**src/rtl/core/utrd_pkg.sv**
```systemverilog
package utrd_pkg;

   localparam int VALUE_W = 32;
   localparam int RADIX_W = 5;
   localparam int PAD_W   = 4;
   localparam int CHAR_W  = 7;
   localparam int DIGIT_W = 4;
   localparam int REM_W   = 5;
   localparam int STEP_W  = 5;

   localparam logic [RADIX_W-1:0] RADIX_MIN = RADIX_W'(2);
   localparam logic [RADIX_W-1:0] RADIX_MAX = RADIX_W'(16);
   localparam logic [STEP_W-1:0]  STEP_LAST = STEP_W'(VALUE_W - 1);

   typedef enum logic [2:0] {
      ST_IDLE,
      ST_CHECK,
      ST_DIVIDE,
      ST_STORE,
      ST_EMIT_INIT,
      ST_EMIT
   } utrd_state_type;

   typedef struct packed {
      logic load;
      logic set_dropped;
      logic div_start;
      logic div_step;
      logic store_digit;
      logic emit_init;
      logic emit_next;
   } utrd_cmd_type;

   typedef struct packed {
      logic div_last;
      logic quot_zero;
      logic pos_zero;
      logic emit_last;
   } utrd_status_type;

   function automatic logic [CHAR_W-1:0] digit_to_char(input logic [DIGIT_W-1:0] digit);
      logic [CHAR_W-1:0] ch;
      if (digit < DIGIT_W'(10)) begin
         ch = CHAR_W'(7'h30) + CHAR_W'(digit);
      end else begin
         ch = CHAR_W'(7'h37) + CHAR_W'(digit);
      end
      return ch;
   endfunction

endpackage

```
**src/rtl/core/utrd_ctrl.sv**
```systemverilog
module utrd_ctrl (
   input  logic                      clock,
   input  logic                      reset,
   input  logic                      req_valid,
   output logic                      req_stall,
   output logic                      rsp_valid,
   input  logic                      rsp_stall,
   input  utrd_pkg::utrd_status_type status,
   output utrd_pkg::utrd_cmd_type    cmd
);
   import utrd_pkg::*;

   utrd_state_type state_ff;
   utrd_state_type state_in;

   always_ff @(posedge clock) begin
      if (reset) begin
         state_ff <= ST_IDLE;
      end else begin
         state_ff <= state_in;
      end
   end

   always_comb begin
      state_in = state_ff;
      unique case (state_ff)
         ST_IDLE: begin
            if (req_valid) begin
               state_in = ST_CHECK;
            end
         end
         ST_CHECK: begin
            if (status.pos_zero) begin
               state_in = ST_EMIT_INIT;
            end else begin
               state_in = ST_DIVIDE;
            end
         end
         ST_DIVIDE: begin
            if (status.div_last) begin
               state_in = ST_STORE;
            end
         end
         ST_STORE: begin
            if (status.quot_zero) begin
               state_in = ST_EMIT_INIT;
            end else begin
               state_in = ST_CHECK;
            end
         end
         ST_EMIT_INIT: begin
            state_in = ST_EMIT;
         end
         ST_EMIT: begin
            if (!rsp_stall && status.emit_last) begin
               state_in = ST_IDLE;
            end
         end
         default: begin
            state_in = ST_IDLE;
         end
      endcase
   end

   always_comb begin
      cmd       = '0;
      req_stall = 1'b1;
      rsp_valid = 1'b0;
      unique case (state_ff)
         ST_IDLE: begin
            req_stall = 1'b0;
            cmd.load  = req_valid;
         end
         ST_CHECK: begin
            cmd.set_dropped = status.pos_zero;
            cmd.div_start   = !status.pos_zero;
         end
         ST_DIVIDE: begin
            cmd.div_step = 1'b1;
         end
         ST_STORE: begin
            cmd.store_digit = 1'b1;
         end
         ST_EMIT_INIT: begin
            cmd.emit_init = 1'b1;
         end
         ST_EMIT: begin
            rsp_valid     = 1'b1;
            cmd.emit_next = !rsp_stall && !status.emit_last;
         end
         default: begin
            cmd = '0;
         end
      endcase
   end

endmodule

```
**src/rtl/core/utrd_datapath.sv**
```systemverilog
module utrd_datapath #(
   parameter int MAX_DIGITS = 10
) (
   input  logic                                 clock,
   input  logic                                 reset,
   input  utrd_pkg::utrd_cmd_type               cmd,
   output utrd_pkg::utrd_status_type            status,
   input  logic [utrd_pkg::VALUE_W-1:0]         req_value,
   input  logic [utrd_pkg::RADIX_W-1:0]         req_radix,
   input  logic [utrd_pkg::PAD_W-1:0]           req_pad_width,
   output logic [utrd_pkg::CHAR_W-1:0]          rsp_digit_char,
   output logic                                 rsp_last_char,
   output logic                                 rsp_digits_dropped
);
   import utrd_pkg::*;

   localparam int IW = (MAX_DIGITS > 1) ? $clog2(MAX_DIGITS) : 1;
   localparam int PW = $clog2(MAX_DIGITS + 1);

   logic [DIGIT_W-1:0] store_ff [MAX_DIGITS];
   logic [VALUE_W-1:0] quot_ff;
   logic [VALUE_W-1:0] quot_in;
   logic [REM_W-1:0]   rem_ff;
   logic [REM_W-1:0]   rem_in;
   logic [REM_W-1:0]   rem_shift;
   logic               rem_ge;
   logic [RADIX_W-1:0] radix_ff;
   logic [RADIX_W-1:0] radix_in;
   logic [PW-1:0]      width_ff;
   logic [PW-1:0]      width_in;
   logic [PW-1:0]      pos_ff;
   logic [STEP_W-1:0]  step_ff;
   logic [IW-1:0]      ptr_ff;
   logic [IW-1:0]      ptr_first;
   logic               dropped_ff;

   // saturate the operands on load
   always_comb begin
      radix_in = req_radix;
      if (req_radix < RADIX_MIN) begin
         radix_in = RADIX_MIN;
      end else if (req_radix > RADIX_MAX) begin
         radix_in = RADIX_MAX;
      end
      if (int'(req_pad_width) > MAX_DIGITS) begin
         width_in = PW'(MAX_DIGITS);
      end else begin
         width_in = PW'(req_pad_width);
      end
   end

   // one restoring division step
   always_comb begin
      rem_shift = {rem_ff[REM_W-2:0], quot_ff[VALUE_W-1]};
      rem_ge    = (rem_shift >= REM_W'(radix_ff));
      rem_in    = rem_ge ? (rem_shift - REM_W'(radix_ff)) : rem_shift;
      quot_in   = {quot_ff[VALUE_W-2:0], rem_ge};
   end

   always_comb begin
      if (dropped_ff) begin
         ptr_first = '0;
      end else if (width_ff != '0) begin
         ptr_first = IW'(PW'(MAX_DIGITS) - width_ff);
      end else begin
         ptr_first = IW'(pos_ff);
      end
   end

   always_ff @(posedge clock) begin
      if (reset) begin
         pos_ff     <= '0;
         step_ff    <= '0;
         ptr_ff     <= '0;
         dropped_ff <= 1'b0;
         for (int i = 0; i < MAX_DIGITS; i++) begin
            store_ff[i] <= '0;
         end
      end else begin
         if (cmd.load) begin
            pos_ff     <= PW'(MAX_DIGITS);
            dropped_ff <= 1'b0;
            for (int i = 0; i < MAX_DIGITS; i++) begin
               store_ff[i] <= '0;
            end
         end
         if (cmd.set_dropped) begin
            dropped_ff <= 1'b1;
         end
         if (cmd.div_start) begin
            step_ff <= '0;
         end
         if (cmd.div_step) begin
            step_ff <= step_ff + STEP_W'(1);
         end
         if (cmd.store_digit) begin
            store_ff[IW'(pos_ff - PW'(1))] <= rem_ff[DIGIT_W-1:0];
            pos_ff <= pos_ff - PW'(1);
         end
         if (cmd.emit_init) begin
            ptr_ff <= ptr_first;
         end
         if (cmd.emit_next) begin
            ptr_ff <= ptr_ff + IW'(1);
         end
      end
   end

   always_ff @(posedge clock) begin
      if (cmd.load) begin
         quot_ff  <= req_value;
         radix_ff <= radix_in;
         width_ff <= width_in;
      end
      if (cmd.div_start) begin
         rem_ff <= '0;
      end
      if (cmd.div_step) begin
         rem_ff  <= rem_in;
         quot_ff <= quot_in;
      end
   end

   always_comb begin
      status.div_last  = (step_ff == STEP_LAST);
      status.quot_zero = (quot_ff == '0);
      status.pos_zero  = (pos_ff == '0);
      status.emit_last = (ptr_ff == IW'(MAX_DIGITS - 1));
   end

   assign rsp_digit_char     = digit_to_char(store_ff[ptr_ff]);
   assign rsp_last_char      = status.emit_last;
   assign rsp_digits_dropped = dropped_ff;

endmodule

```
**src/rtl/core/unsigned_to_radix_digits.sv**
```systemverilog
// Converts a 32-bit unsigned word into ASCII digits ('0'-'9', 'A'-'F') in a radix
// of 2 to 16, most significant first, one character per output word, with
// rsp_last_char on the final one. pad_width 0 gives the significant digits only
// (a single '0' for zero); a nonzero pad_width gives exactly that many low
// positions, zero padded or truncated. If the value needs more than MAX_DIGITS
// digits, the low MAX_DIGITS are sent, whatever the pad width, with
// rsp_digits_dropped set. Radix and pad width saturate to their legal ranges.
// One word is converted at a time: each digit takes one check, 32 shift-subtract
// steps and one store in the bit-serial restoring divider; once all digits are
// stored, the characters go out, one character per cycle while the output is
// not stalled.
module unsigned_to_radix_digits #(
   parameter int MAX_DIGITS = 10
) (
   input  logic                         clock,
   input  logic                         reset,
   input  logic                         req_valid,
   output logic                         req_stall,
   input  logic [utrd_pkg::VALUE_W-1:0] req_value,
   input  logic [utrd_pkg::RADIX_W-1:0] req_radix,
   input  logic [utrd_pkg::PAD_W-1:0]   req_pad_width,
   output logic                         rsp_valid,
   input  logic                         rsp_stall,
   output logic [utrd_pkg::CHAR_W-1:0]  rsp_digit_char,
   output logic                         rsp_last_char,
   output logic                         rsp_digits_dropped
);
   import utrd_pkg::*;

   utrd_cmd_type    cmd;
   utrd_status_type status;

   utrd_ctrl u_ctrl (
      .clock     (clock),
      .reset     (reset),
      .req_valid (req_valid),
      .req_stall (req_stall),
      .rsp_valid (rsp_valid),
      .rsp_stall (rsp_stall),
      .status    (status),
      .cmd       (cmd)
   );

   utrd_datapath #(
      .MAX_DIGITS (MAX_DIGITS)
   ) u_datapath (
      .clock              (clock),
      .reset              (reset),
      .cmd                (cmd),
      .status             (status),
      .req_value          (req_value),
      .req_radix          (req_radix),
      .req_pad_width      (req_pad_width),
      .rsp_digit_char     (rsp_digit_char),
      .rsp_last_char      (rsp_last_char),
      .rsp_digits_dropped (rsp_digits_dropped)
   );

   // no new word taken while characters are going out
   a_no_accept_while_emit: assert property (@(posedge clock) disable iff (reset)
      rsp_valid |-> req_stall)
      else $error("input accepted during emit");

   // a conversion never produces a character in the cycle after its word is taken
   a_no_early_rsp: assert property (@(posedge clock) disable iff (reset)
      (req_valid && !req_stall) |=> !rsp_valid)
      else $error("result before conversion");

   // last character ends the run
   a_last_ends_run: assert property (@(posedge clock) disable iff (reset)
      (rsp_valid && !rsp_stall && rsp_last_char) |=> !rsp_valid)
      else $error("characters after last");

   // dropped flag is the same across a run
   a_dropped_steady: assert property (@(posedge clock) disable iff (reset)
      (rsp_valid && $past(rsp_valid)) |-> $stable(rsp_digits_dropped))
      else $error("dropped flag changed within run");

endmodule
```
**config.mk**
```make
export PLATFORM = sky130hd
export DESIGN_NAME = unsigned_to_radix_digits
export DESIGN_NICKNAME = d
export VERILOG_FILES = /design/src/rtl/core/utrd_pkg.sv /design/src/rtl/core/utrd_ctrl.sv /design/src/rtl/core/utrd_datapath.sv /design/src/rtl/core/unsigned_to_radix_digits.sv
export SDC_FILE = /design/constraint.sdc
export NUM_CORES = 1
export LEC_CHECK = 0
export BUFFER_PORTS_ARGS = -buffer_cell sky130_fd_sc_hd__buf_2
export CAP_MARGIN = 20
export CORE_ASPECT_RATIO = 1.75
export CORE_UTILIZATION = 64
export CTS_CLUSTER_DIAMETER = 30
export DETAILED_ROUTE_END_ITERATION = 7
export PLACE_DENSITY_LB_ADDON = 0.1
export SYNTH_ARGS = -nofsm -noshare
export SYNTH_HDL_FRONTEND = slang
export SYNTH_SLANG_ARGS = --single-unit
```
**constraint.sdc**
```tcl
create_clock -name clock -period 6.9 [get_ports clock]
set_clock_uncertainty 0.15 [all_clocks]
set_input_delay 2.07 -clock clock [delete_from_list [all_inputs] [get_ports clock]]
set_output_delay 2.07 -clock clock [all_outputs]
set_load 0.01 [all_outputs]
```
# Word level (Yosys, flattened, before mapping)
# Memories as Yosys holds them, arrays and structs flattened. A register that Yosys moved wholly into a read port is not among the register bits.
# Cells that the tools add are included.
# Widths: inputs -> output; s select.
[totals]
ff_bits = 62
mem_bits_rw = 40
inputBits = 45
output_inout_bits = 11
wordCells = 113
n_memories = 1
[classes]
add_sub_neg = 7
n_lt_le_gt_ge = 5
n_eq_ne = 10
mux = 53
bitwise_logic = 10
reduce_logical = 17
[mem_list]
columns = ["name", "depth", "width", "read_ports", "rd_clocked_by_memory_dff", "write_ports", "line", "source"]
rows = [
  ["u_datapath.store_ff", 10, 4, 1, 1, 10, "utrd_datapath.sv:20", "logic [DIGIT_W-1:0] store_ff [MAX_DIGITS];"],
]
[op_table]
columns = ["cell", "count"]
rows = [
  ["$mux 4", 22],
  ["$mux 32", 2],
  ["$logic_not 32->1", 1],
  ["$mux 1", 18],
  ["$pmux 3 s6", 1],
  ["$mux 3", 5],
  ["$mux 5", 3],
  ["$add 6x4->7 const A", 2],
  ["$or 1x1->1", 10],
  ["$reduce_bool 2->1", 5],
  ["$mux 7", 1],
  ["$eq 3x2->1 const B", 2],
  ["$eq 3x3->1 const B", 2],
  ["$add 5x1->5 const B", 1],
  ["$eq 5x5->1 const B", 1],
  ["$ge 5x5->1", 1],
  ["$gt 5x5->1 const B", 1],
  ["$lt 5x2->1 const B", 1],
  ["$add 4x1->4 const B", 1],
  ["$eq 4x4->1 const B", 1],
  ["$gt 4x4->1 const B", 1],
  ["$logic_not 4->1", 1],
  ["$lt 4x4->1 const B", 1],
  ["$ne 2x2->1 const B", 2],
  ["other kinds (13)", 16],
]

# Depth between registers and ports, before layout
[logic_depth]
ltp_word = 7
depth_mapped = 10
depth_no_buf = 8

# Cells and area by module
# Synthesis repeated with hierarchy kept, for this count alone.
[hier_totals]
cells_unflattened = 487
hier_area_um2 = 6342.3
[by_module_without_submodules]
columns = ["module", "instances", "cells_each", "area_per_inst_um2", "seq_area_each_um2"]
rows = [
  ["utrd_datapath", 1, 457, 6097.1, 3633.5],
  ["utrd_ctrl", 1, 30, 245.2, 60.1],
]

# Worst setup path before layout
# No wires, ideal clock.
[synth_path]
path_type = "input to register"
start = "in req_valid"
end = "reg u_datapath.quot_ff[0] (enable)"
setup_time_ns = 0.466
arrival_ns = 4.412
required_ns = 6.284
path_slack_ns = 1.872
path_stages = 2
n_path_buf = 0
path_cell_list = "inv_1 -> o21ai_0"
[synth_via]
elab_chain_len = 2
[synth_lines]
columns = ["element", "line", "source"]
rows = [
  ["from (decl)", "unsigned_to_radix_digits.sv:17", "input logic req_valid,"],
  ["$mux 1", "utrd_ctrl.sv:69", "unique case (state_ff)"],
  ["$reduce_bool 2->1 (no line)", "--", ""],
  ["to (signal assigned)", "utrd_datapath.sv:111", "quot_ff <= req_value;"],
  ["to (signal assigned)", "utrd_datapath.sv:120", "quot_ff <= quot_in;"],
  ["to (decl)", "utrd_datapath.sv:21", "logic [VALUE_W-1:0] quot_ff;"],
]
# Every way passes these cells.
# A chain may end at the register's enable or synchronous reset.

==> results_dict.tcl <==
set metrics [dict create \
    drv_cap 0 \
    crit_end "rsp_digit_char[2]" \
    postCtsHoldBufs 0 \
    final_core_util 0.760 \
    ys_ff_latch 130 \
    ant_nets 0 \
    crit_type "flip-flop to output port" \
    numClockSinks 130 \
    synthFlopType "edfxtp_1" \
    vdd_drop_max_v 0.000242 \
    first_pass_iters 5 \
    coreArea_um2 9530 \
    wl_per_cell_um 18.1 \
    syn_area_um2 6290 \
    cpPeakStageDelay_ns 0.98 \
    clock_latency_ns 0.42 \
    r2r_slack_ns 4.27 \
    area.growth.synth_to_final_pct 15.1 \
    crit_path_top_delay_cell "dfxtp_1" \
    crit_family "multiplexers" \
    p_int_mw 1.75 \
    placed_cell_area_um2 6610 \
    core.rowCount 47 \
    die_w_um 77.0 \
    reg2reg_depth 6 \
    power_density_nw_per_um2 333 \
    crit_top_cell "mux4_2" \
    required_ns 4.68 \
    tightest_slew_ns 1.00 \
    cp_num_cells 7 \
    syn_inst 555 \
    port_buffers 55 \
    switchingPower_mw 0.668 \
    fmax_ghz 0.183 \
    initial_core_util 0.660 \
    ctsResizeCount 0 \
    dieHeight_um 133 \
    synth-edff-count 109 \
    fin_area_um2 7240 \
    vias_per_cell 5.83 \
    min_path_type "flip-flop to flip-flop" \
    critical_path_buf_inv_count 2 \
    crit_fanout 18 \
    post-route-period-util 0.791 \
    fin_tns_setup_ns 0 \
    clock_power_share 0.392 \
    ys_seq_area_frac 0.587 \
    drive_above_1_share 0.182 \
    io_pins 56 \
    swShare 0.277 \
    synth_cell_type_count 57 \
    r2r-start "u_datapath.rem_ff[1]" \
    cts_root_buf "clkbuf_16" \
    syn_avg_cell_area_um2 11.3 \
    p_seq_frac 0.446 \
    yosysWarnings 0 \
    grt_max_degree 42 \
    hpwl_um 9660 \
    gr-total-overflow 0 \
    grt_pass1_wl_um 21500 \
    timing.final.crit_period_ns 5.46 \
    cp_cell_sequence "mux4_2 > mux4_2 > inv_1 > ha_1 > nand2_1 > mux2_1 > buf_2" \
    cp.arrival_ns 3.24 \
    status "complete, no violations" \
    clkTransAtPathRegs_ns 0.06 \
    wirelength_um 13400 \
    clock_path_buffers 2 \
    fin_cells 739 \
    cts-buffers-inserted 17 \
    postCtsSetupRepairBufs 0 \
    finalWeightedCongestion 0.890 \
    grt_usage 0.284 \
    finalSetupViolations 0 \
    nNetsFinal 667 \
    grt_antenna_before_repair 0 \
    dp.cells 707 \
    synth_fp_nets 618 \
    critPathLaunchType "flip-flop" \
    die_area_um2 10200 \
    drt_iter0_drc 249 \
    grt_pass1_vias 4364 \
    p_leak_nw 2.83 \
    combPwrFrac 0.162 \
    tritoncts "yes" \
    hold_depth 1 \
    htree_levels 4 \
    worst_setup_path_end_kind "output port" \
    diodes 0 \
    r2r-end "u_datapath.quot_ff[0]" \
    drc 0 \
    rsz0062_at_grt "no" \
    slew_viol_final 0 \
    maxSlewHeadroom 0.329 \
    finalHoldViolations 0 \
    ys_async_sr_fraction 0 \
    vias 4306 \
]
[Yosys cell counts, types with 2 or more instances]
cell type	count	area share
a211oi_1	5	0.0060
a21oi_1	18	0.014
a221oi_1	3	0.0042
a22oi_1	3	0.0036
a31oi_1	3	0.0030
and2_1	31	0.031
and3b_1	2	0.0028
buf_1	3	0.0018
buf_2	2	0.0016
buf_4	2	0.0024
clkbuf_1	19	0.011
dfxtp_1	21	0.067
edfxtp_1	109	0.52
ha_1	17	0.034
inv_1	19	0.011
mux2i_1	10	0.016
mux4_1	2	0.0084
mux4_2	12	0.043
nand2_1	114	0.068
nand3_1	2	0.0016
nand3b_1	5	0.0060
nand4_1	2	0.0020
nor2_1	50	0.030
nor2b_1	10	0.0099
nor3_1	16	0.013
nor3b_1	5	0.0060
nor4_1	8	0.0080
o21a_1	3	0.0036
o21ai_0	21	0.017
o21ai_2	3	0.0042
o31ai_1	2	0.0024
or3_1	2	0.0020
or3b_2	2	0.0028
xnor2_1	5	0.0070
xor2_1	2	0.0028
[registers in the layout, indices dropped and copies added, names as in the netlist, named ones only]
signal	cells
u_datapath.store_ff	64
u_datapath.radix_ff	5
u_datapath.pos_ff	4
u_datapath.rsp_digits_dropped	1
u_datapath.step_ff	5
u_ctrl.state_ff	3
u_datapath.ptr_ff	4
u_datapath.quot_ff	32
u_datapath.rem_ff	4
u_datapath.width_ff	4
[worst min path at each step]
| stage | startpoint | endpoint |
|---|---|---|
| 6_report | u_datapath.step_ff[3] | u_datapath.step_ff[3] |
| 5_1_grt | u_datapath.step_ff[3] | u_datapath.step_ff[3] |
| 4_1_cts | u_datapath.step_ff[3] | u_datapath.step_ff[3] |
| 3_5_place_dp | u_datapath.step_ff[3] | u_datapath.step_ff[3] |
| 3_3_place_gp | u_datapath.step_ff[3] | u_datapath.step_ff[3] |
| 2_1_floorplan | u_datapath.step_ff[3] | u_datapath.step_ff[3] |
[metal layers]
| layer | vias to the layer above | routed length, um | share of wire | track usage |
|---|---|---|---|---|
| met3 | 34 | 404 | 0.030 | 0.0514 |
| met1 | 2076 | 4610 | 0.34 | 0.272 |
| met2 | 112 | 7940 | 0.59 | 0.557 |
| met5 | - | 0 | 0 | 0 |
| met4 | 0 | 429 | 0.032 | 0.145 |
| li1 | 2084 | - | - | - |
[kinds of logic (layout without fill, tap and decap cells)]
group | count (synthesis) | count (layout) | share of synthesized area
AO/OA/AOI/OAI | 74 | 74 | 0.0760
XOR/XNOR | 7 | 7 | 0.00974
multiplexers | 25 | 25 | 0.0690
flip-flops | 130 | 130 | 0.587
adder cells (fa/ha/maj) | 18 | 18 | 0.0370
AND/OR/NAND/NOR | 254 | 254 | 0.188
buffers and inverters | 47 | 109 | 0.0334
[per-stage QoR]
step	setup WS, ns	total power [mW]	hold WS (ns)
2_1_floorplan	1.87	1.35	0.289
3_3_place_gp	1.91	1.46	0.305
3_5_place_dp	1.85	1.48	0.320
4_1_cts	1.38	2.42	0.345
5_1_grt	1.24	2.51	0.377
6_report	1.44	2.41	0.346
[cell type report]
type / count / area (um2)
clock buffer: 18 / 429
clock inverter: 14 / 199
fill: 661 / 2290
inverter: 19 / 71.3
multi-input combinational: 378 / 2400
sequential: 130 / 3690
tap: 122 / 153
timing repair buffer: 58 / 298
[layout by cell type (no fill, tap or decap), types with 3 or more instances in the layout]
cell       instances
nand2_1          114
a22oi_1            3
nor2b_1           10
nor4_1             8
and2_1            31
inv_6              5
o21ai_0           20
o21ai_2            4
ha_1              17
a211oi_1           5
a221oi_1           3
mux2i_1           10
buf_4              3
inv_1             19
nor2_1            50
mux4_2            12
dfxtp_1           21
a31oi_1            3
a21oi_1           18
edfxtp_1         109
nor3_1            16
buf_2             55
nand3b_1           5
clkbuf_16         17
xnor2_1            5
nor3b_1            4
o21a_1             3
bufinv_16          4
[power by group through the flow]
stage | combinational, mW | sequential [mW] | clock [mW]
6_report | 0.390 | 1.08 | 0.947
5_1_grt | 0.434 | 1.09 | 0.982
3_3_place_gp | 0.376 | 1.09 | 0
4_1_cts | 0.393 | 1.08 | 0.953
3_5_place_dp | 0.388 | 1.09 | 0
2_1_floorplan | 0.317 | 1.04 | 0
(Power assumes the default switching activity.)
